[config.mk]
export PLATFORM = sky130hd
export DESIGN_NAME = unique_key_stack
export DESIGN_NICKNAME = d
export VERILOG_FILES = /design/src/rtl/uks_pkg.sv /design/src/rtl/uks_ram.sv /design/src/rtl/uks_ctrl.sv /design/src/rtl/unique_key_stack.sv
export SDC_FILE = /design/constraint.sdc
export NUM_CORES = 1
export LEC_CHECK = 0
export BUFFER_PORTS_ARGS = -buffer_cell sky130_fd_sc_hd__buf_2
export CAP_MARGIN = 20
export CORE_AREA = 2 2 275 277
export DETAILED_ROUTE_END_ITERATION = 8
export DIE_AREA = 0 0 277 279
export PLACE_DENSITY_LB_ADDON = 0.15
export SLEW_MARGIN = 20
export SYNTH_ARGS = -nofsm -noshare
export SYNTH_HDL_FRONTEND = slang
export SYNTH_SLANG_ARGS = --single-unit
[constraint.sdc]
create_clock -name i_clk -period 9.9 [get_ports i_clk]
set_input_delay 2.475 -clock i_clk [delete_from_list [all_inputs] [get_ports i_clk]]
set_output_delay 2.475 -clock i_clk [all_outputs]
set_load 0.05 [all_outputs]
[src/rtl/uks_pkg.sv]
// uks_pkg: shared sizes, command and status codes, and item types for the
// unique key stack. No dependencies; imported by uks_ctrl and unique_key_stack.
package uks_pkg;

    localparam int STACK_DEPTH = 16;
    localparam int ADDR_W      = (STACK_DEPTH > 1) ? $clog2(STACK_DEPTH) : 1;
    localparam int CNT_W       = $clog2(STACK_DEPTH + 1);
    localparam int KEY_W       = 32;
    localparam int ENTRY_W     = 2 * KEY_W;

    localparam logic [1:0] CMD_PUSH = 2'd0;
    localparam logic [1:0] CMD_POP  = 2'd1;
    localparam logic [1:0] CMD_PEEK = 2'd2;

    localparam logic [1:0] ST_OK    = 2'd0;
    localparam logic [1:0] ST_DUP   = 2'd1;
    localparam logic [1:0] ST_UNDER = 2'd2;
    localparam logic [1:0] ST_OVER  = 2'd3;

    typedef struct packed {
        logic [1:0]         command;
        logic signed [31:0] entry_key;
        logic signed [31:0] entry_value;
    } t_in_item;

    typedef struct packed {
        logic [1:0]         status;
        logic signed [31:0] top_key;
        logic signed [31:0] top_value;
        logic [4:0]         entry_count;
        logic               is_empty;
    } t_out_item;

    typedef struct packed {
        logic      valid;
        t_out_item item;
    } t_res_evt;

endpackage

[src/rtl/uks_ram.sv]
// uks_ram: generic simple dual-port ram, one write and one registered read.
// No dependencies.
module uks_ram #(
    parameter int  WIDTH = 64,
    parameter int  DEPTH = 16,
    localparam int AW    = (DEPTH > 1) ? $clog2(DEPTH) : 1
) (
    input  logic             i_clk,
    input  logic             i_we,
    input  logic [AW-1:0]    i_waddr,
    input  logic [WIDTH-1:0] i_wdata,
    input  logic [AW-1:0]    i_raddr,
    output logic [WIDTH-1:0] o_rdata
);

    logic [WIDTH-1:0] r_mem [DEPTH];
    logic [WIDTH-1:0] r_rdata;

    always_ff @(posedge i_clk) begin
        if (i_we) begin
            r_mem[i_waddr] <= i_wdata;
        end
        r_rdata <= r_mem[i_raddr];
    end

    assign o_rdata = r_rdata;

endmodule

[src/rtl/uks_ctrl.sv]
// uks_ctrl: sequencer with the single key comparator; scans the entry ram
// for duplicates, pushes, pops and peeks. Depends on uks_pkg and uks_ram.
module uks_ctrl import uks_pkg::*; (
    input  logic     i_clk,
    input  logic     i_rst_n,
    input  logic     i_in_valid,
    input  t_in_item i_in_item,
    input  logic     i_out_free,
    output logic     o_busy,
    output t_res_evt o_res
);

    typedef enum logic [4:0] {
        S_IDLE   = 5'b00001,
        S_SCAN   = 5'b00010,
        S_RDTOP  = 5'b00100,
        S_TOPDAT = 5'b01000,
        S_FIN    = 5'b10000
    } t_state;

    t_state            r_state, n_state;
    logic [CNT_W-1:0]  r_depth, n_depth;
    logic [CNT_W-1:0]  r_idx, n_idx;
    logic              r_pend, n_pend;
    logic [1:0]        r_cmd, n_cmd;
    logic [KEY_W-1:0]  r_key, n_key;
    logic [KEY_W-1:0]  r_val, n_val;
    logic [1:0]        r_status, n_status;
    logic [KEY_W-1:0]  r_tk, n_tk;
    logic [KEY_W-1:0]  r_tv, n_tv;

    logic               ram_we;
    logic [ENTRY_W-1:0] ram_rdata;
    logic [KEY_W-1:0]   rd_key;
    logic [KEY_W-1:0]   rd_val;
    logic               hit;
    logic               issue;
    logic [CNT_W+4:0]   count_ext;

    uks_ram #(.WIDTH(ENTRY_W), .DEPTH(STACK_DEPTH)) u_ram (
        .i_clk   (i_clk),
        .i_we    (ram_we),
        .i_waddr (r_depth[ADDR_W-1:0]),
        .i_wdata ({r_key, r_val}),
        .i_raddr (r_idx[ADDR_W-1:0]),
        .o_rdata (ram_rdata)
    );

    assign rd_key = ram_rdata[ENTRY_W-1:KEY_W];
    assign rd_val = ram_rdata[KEY_W-1:0];
    assign hit    = r_pend && (rd_key == r_key);
    assign issue  = r_idx < r_depth;

    always_comb begin
        n_state  = r_state;
        n_depth  = r_depth;
        n_idx    = r_idx;
        n_pend   = r_pend;
        n_cmd    = r_cmd;
        n_key    = r_key;
        n_val    = r_val;
        n_status = r_status;
        n_tk     = r_tk;
        n_tv     = r_tv;
        ram_we   = 1'b0;
        unique case (r_state)
            S_IDLE: begin
                if (i_in_valid) begin
                    n_cmd    = i_in_item.command;
                    n_key    = i_in_item.entry_key;
                    n_val    = i_in_item.entry_value;
                    n_tk     = '0;
                    n_tv     = '0;
                    n_status = ST_OK;
                    unique case (i_in_item.command)
                        CMD_PUSH: begin
                            n_idx   = '0;
                            n_pend  = 1'b0;
                            n_state = S_SCAN;
                        end
                        CMD_POP, CMD_PEEK: begin
                            if (r_depth == '0) begin
                                n_status = ST_UNDER;
                                n_state  = S_FIN;
                            end else begin
                                n_idx   = r_depth - 1'b1;
                                n_state = S_RDTOP;
                            end
                        end
                        default: begin
                            n_state = S_FIN;
                        end
                    endcase
                end
            end
            S_SCAN: begin
                priority if (hit) begin
                    n_pend   = 1'b0;
                    n_status = ST_DUP;
                    n_state  = S_FIN;
                end else if (issue) begin
                    n_idx  = r_idx + 1'b1;
                    n_pend = 1'b1;
                end else begin
                    n_pend  = 1'b0;
                    n_state = S_FIN;
                    if (r_depth == CNT_W'(STACK_DEPTH)) begin
                        n_status = ST_OVER;
                    end else begin
                        ram_we  = 1'b1;
                        n_depth = r_depth + 1'b1;
                    end
                end
            end
            S_RDTOP: begin
                n_state = S_TOPDAT;
            end
            S_TOPDAT: begin
                n_tk = rd_key;
                n_tv = rd_val;
                if (r_cmd == CMD_POP) begin
                    n_depth = r_depth - 1'b1;
                end
                n_state = S_FIN;
            end
            S_FIN: begin
                if (i_out_free) begin
                    n_state = S_IDLE;
                end
            end
            default: begin
                n_state = S_IDLE;
            end
        endcase
    end

    always_ff @(posedge i_clk) begin
        if (!i_rst_n) begin
            r_state <= S_IDLE;
            r_depth <= '0;
            r_pend  <= 1'b0;
        end else begin
            r_state <= n_state;
            r_depth <= n_depth;
            r_pend  <= n_pend;
        end
    end

    always_ff @(posedge i_clk) begin
        r_idx    <= n_idx;
        r_cmd    <= n_cmd;
        r_key    <= n_key;
        r_val    <= n_val;
        r_status <= n_status;
        r_tk     <= n_tk;
        r_tv     <= n_tv;
    end

    assign count_ext = {5'b0, r_depth};

    assign o_busy                  = (r_state != S_IDLE);
    assign o_res.valid             = (r_state == S_FIN);
    assign o_res.item.status       = r_status;
    assign o_res.item.top_key      = r_tk;
    assign o_res.item.top_value    = r_tv;
    assign o_res.item.entry_count  = count_ext[4:0];
    assign o_res.item.is_empty     = (r_depth == '0);

    a_depth_bound: assert property (@(posedge i_clk) disable iff (!i_rst_n)
        r_depth <= CNT_W'(STACK_DEPTH))
        else $error("stack depth beyond limit");

    a_pop_dec: assert property (@(posedge i_clk) disable iff (!i_rst_n)
        (r_state == S_TOPDAT && r_cmd == CMD_POP)
        |=> r_depth == CNT_W'($past(r_depth) - 1'b1))
        else $error("pop did not remove one entry");

    a_write_scan: assert property (@(posedge i_clk) disable iff (!i_rst_n)
        ram_we |-> (r_state == S_SCAN && !hit && r_depth < CNT_W'(STACK_DEPTH)))
        else $error("entry written outside a clean push");

    a_scan_idx: assert property (@(posedge i_clk) disable iff (!i_rst_n)
        (r_state == S_SCAN) |-> (r_idx <= r_depth))
        else $error("scan index past top of stack");

endmodule

[src/rtl/unique_key_stack.sv]
// unique_key_stack: lifo of key/value pairs with a duplicate key check.
// push: the ram scan compares one entry a cycle
// pop/peek: top read through the registered ram; underflow or unused code skip the read
// one item in flight; next item accepted the cycle after the result is handed to
// the output register
// synchronous active-low reset empties the stack; ram contents are not cleared
module unique_key_stack import uks_pkg::*; (
    input  logic      i_clk,
    input  logic      i_rst_n,
    input  logic      i_in_valid,
    output logic      o_in_stall,
    input  t_in_item  i_in_item,
    output logic      o_out_valid,
    input  logic      i_out_stall,
    output t_out_item o_out_item
);

    logic      out_free;
    logic      busy;
    t_res_evt  res;
    logic      r_out_vld;
    t_out_item r_out_item;

    assign out_free = !r_out_vld || !i_out_stall;

    uks_ctrl u_ctrl (
        .i_clk      (i_clk),
        .i_rst_n    (i_rst_n),
        .i_in_valid (i_in_valid),
        .i_in_item  (i_in_item),
        .i_out_free (out_free),
        .o_busy     (busy),
        .o_res      (res)
    );

    always_ff @(posedge i_clk) begin
        if (!i_rst_n) begin
            r_out_vld <= 1'b0;
        end else if (res.valid && out_free) begin
            r_out_vld <= 1'b1;
        end else if (!i_out_stall) begin
            r_out_vld <= 1'b0;
        end
    end

    always_ff @(posedge i_clk) begin
        if (res.valid && out_free) begin
            r_out_item <= res.item;
        end
    end

    assign o_in_stall  = busy;
    assign o_out_valid = r_out_vld;
    assign o_out_item  = r_out_item;

endmodule
==> results.rst <==
.. list-table::
   :header-rows: 1

   * - Metric
     - Value
   * - Setup-violating endpoint count in the final report
     - 0
   * - Vertical extent of the die
     - around 280 um
   * - Residual antenna-violating net count after detailed routing
     - 0
   * - Number of max-cap violations
     - 0
   * - Setup slack after layout
     - 5.49 ns
   * - Clk sinks
     - 1309
   * - Crit path launch type
     - register
   * - Area of the placeable core
     - between 70000 and 80000 um^2
   * - Synthesized instance count
     - 1985
   * - Arrival time worst endpoint
     - 4.77 ns
   * - Boundary Pins
     - 144
   * - Static leakage
     - between 15 and 20 nW
   * - Antenna diodes
     - 0
   * - Setup repair after global routing missed its margin
     - no
   * - End of the worst register-to-register path
     - u_ctrl.u_ram.r_mem[4][34]
   * - Insertion delay of the later-clocked pin in the worst-skew pair
     - ~0.7 ns
   * - Maximum number of pins on one net before global-route repair
     - roughly 170
   * - Fraction of synthesis flops using an asynchronous set or reset pin
     - 0%
   * - Routed length per placed instance
     - 30.9 um
   * - Initial standard-cell utilization of the core
     - between 60% and 70%
   * - Count of hold buffers inserted by post-cts repair
     - 0
   * - Actual slew at the worst max-slew pin
     - around 1.2 ns
   * - Number of unique standard cell types used by synthesis
     - 45
   * - Setup slack after placement
     - 5.15 ns
   * - Final setup TNS
     - 0 ns
   * - Final hold viol count
     - 0
   * - Fraction of layout cells with a size suffix above 1
     - 30.9%
   * - Deepest clock path buffer count
     - 3
   * - Post-route fraction of the period consumed by the critical path
     - 44.5%
   * - Critical Path End Type
     - register
   * - Commonest register cell after synthesis
     - edfxtp_1
   * - Clock H-tree levels
     - 4
   * - Vias in the first global route
     - around 22000
   * - Number of nets in the finished design
     - between 2000 and 2500
   * - Final setup skew
     - 0.0274 ns
   * - DR iter-0 viols
     - 2563
   * - Number of instances on the worst hold path
     - 0
   * - Power per standard cell area
     - 216 nW/um^2
   * - Most numerous cell in the Yosys netlist
     - edfxtp_1
   * - Tot GR Track Use
     - 27.0%
   * - Seq/Total Area, Yosys
     - about four fifths
   * - Number of placement rows
     - 100
   * - Initial antenna violation count
     - 1
   * - Internal reg-to-reg setup slack
     - 5.49 ns
   * - Number of gates given a new drive strength after cts
     - 0
   * - Overall via count from detail_route
     - 21619
   * - Data required time at the worst endpoint
     - approximately 10 ns
   * - Area added between synthesis and finish
     - 13.3%
   * - 1st-pass router iterations
     - 7
   * - Reg2reg path depth
     - 8
   * - Final global-route overflow total
     - 0
   * - Result of the run
     - finished, final reports clean
   * - Biggest area contributors in the synthesized netlist
     - edfxtp_1 (77%), mux4_2 (15%), dfxtp_1 (3.2%)
   * - Path type of the worst setup path
     - register to register
   * - Number of flops mapped to enable cells by yosys
     - 1233
   * - Max transition margin
     - between 10% and 20%
   * - Top cell type by total area after synthesis
     - edfxtp_1
   * - Capture point of the critical path
     - u_ctrl.u_ram.r_mem[4][34]
   * - Cell with the largest stage delay on the worst path
     - nor3_1
   * - Setup Fix Bufs, Post-CTS
     - 0
   * - Number of design rule violations left after detail routing
     - 0
   * - Pins Over Slew Limit
     - 0
   * - Final Wtd Congestion
     - 0.822
   * - Area share of the largest cell type after synthesis
     - 77.4%
   * - List of most frequent post-synthesis cells
     - edfxtp_1 (1233), mux4_2 (320), dfxtp_1 (76)
   * - Synthesis-stage register bit count
     - 1309
   * - CP max stage delay
     - 0.83 ns
   * - Critical path, cell by cell
     - xnor2_1 -> nand3_1 -> nor3_1 -> nand4_1 -> nand4_1 -> nor2_4 -> buf_4 -> buf_4
   * - Number of buffers created by CTS
     - 130
   * - Final core utilization
     - about three quarters
   * - R2R Path Start
     - u_ctrl.r_key[15]
   * - Post-detailed-placement half-perimeter wirelength
     - 50200 um
   * - Critical Path Fanout Max
     - 34
   * - Cell Area, Synth
     - around 48000 um^2
   * - Area enclosed by the die boundary
     - 77300 um^2
   * - Clock root buffer
     - clkbuf_16
   * - Highest Clock Rate
     - between 200 and 250 MHz
   * - Clock edge transition at the registers on the reported setup and hold paths
     - 0.06 ns
   * - Min Clock Period, post-route
     - 4.41 ns
   * - Maximum vdd drop
     - around 0.15 mV
   * - Average vias per placed instance
     - approximately 6.6
   * - Number of warnings reported in the yosys synthesis log
     - 0
   * - IO buf count
     - between 100 and 150
   * - Crit path launch
     - u_ctrl.r_key[15]
   * - Width of the die
     - 277 um
   * - Post-detailed-routing wire length
     - 102000 um
   * - Hold crit path type
     - register to register
   * - Fill count
     - 4084
   * - Post-Syn Nets
     - between 2000 and 2500
   * - CTS tree
     - built
   * - First-pass GRT wire length
     - 149000 um
   * - Post-synthesis average cell area
     - about 24 um^2
cell usage in the layout, fill, tap and decap left out, drive strengths merged, types with 14 or more instances in the layout:
cell type  instances
xnor2             32
clkinv            36
mux4             320
clkbuf           181
dfxtp             76
nand4             14
buf              182
and2              64
edfxtp          1233
nand2             25
inv               14
nor2              22
routing by layer:
metal,part of all wire [%],wire length (um),vias up,GRT usage [%]
met5,0.0098,10,-,0
met4,1.9,1950,2,6.68
met3,7.2,7310,162,4.18
met2,49,50100,1051,43.5
met1,42,42200,11580,40.0
li1,-,-,8824,-
through the flow:
stage | power, mW | std cells | hold slack (ns) | area [um^2]
2_1_floorplan | 6.71 | 1985 | 0.400 | 47900
3_3_place_gp | 6.88 | 3049 | 0.401 | 49900
3_5_place_dp | 6.90 | 3049 | 0.405 | 49900
4_1_cts | 11.8 | 3284 | 0.408 | 54200
5_1_grt | 12.0 | 3286 | 0.413 | 54200
6_report | 11.7 | 3286 | 0.410 | 54200
area by class of cell:
cell class	instances	area [um^2]	area share [%]
Sequential cell	1309	38500	71.1
Clock buffer	181	3720	6.87
Tap cell	969	1210	2.24
Multi-Input combinational cell	580	9060	16.7
Inverter	11	43.8	0.0807
Clock inverter	54	582	1.07
Timing Repair Buffer	182	1070	1.97
worst max-delay path, delay by kind of cell, from the launching register on:
family	cells	cell delay [ns]
xor+xnor	1	0.45
simple gates	5	2.28
buf+inv	2	0.69
flops	1	0.58
sequential cells by signal (all words and copies together) (netlist names):
signal                cells
u_ctrl.r_pend             1
o_out_item               72
u_ctrl.r_idx              5
u_ctrl.r_state            5
o_out_valid               1
u_ctrl.r_depth            5
u_ctrl.r_status           2
u_ctrl.r_tk              32
u_ctrl.r_tv              32
u_ctrl.u_ram.r_mem     1024
u_ctrl.r_cmd              2
u_ctrl.r_val             32
u_ctrl.u_ram.o_rdata     64
u_ctrl.r_key             32
power breakdown:
part / total, mW / internal, mW / switching [mW] / leakage [nW]
logic: 0.449 / 0.203 / 0.246 / 3.47
clock network: 4.91 / 2.94 / 1.97 / 2.12
registers: 6.33 / 6.20 / 0.131 / 11.8
total: 11.7 / 9.35 / 2.35 / 17.4
worst min path at each step:
stage / startpoint / endpoint / slack (ns)
after floorplan: u_ctrl.r_tv[4] / o_out_item[10] / 0.40
after global placement: u_ctrl.r_tv[13] / o_out_item[19] / 0.40
after detailed placement: u_ctrl.r_tk[9] / o_out_item[47] / 0.40
after CTS: u_ctrl.r_tk[22] / o_out_item[60] / 0.41
after global routing: u_ctrl.r_tv[1] / o_out_item[7] / 0.41
final: u_ctrl.r_tk[22] / o_out_item[60] / 0.41
cell families after synthesis:
logic type	after synthesis	synth area share, %
AO/OA/AOI/OAI	36	0.460
buffers and inverters	96	0.834
AND/OR/NAND/NOR	171	2.03
XOR/XNOR	36	0.659
adder cells (fa/ha/maj)	13	0.340
multiplexers	324	15.1
flip-flops	1309	80.5
(Power assumes the default switching activity.)
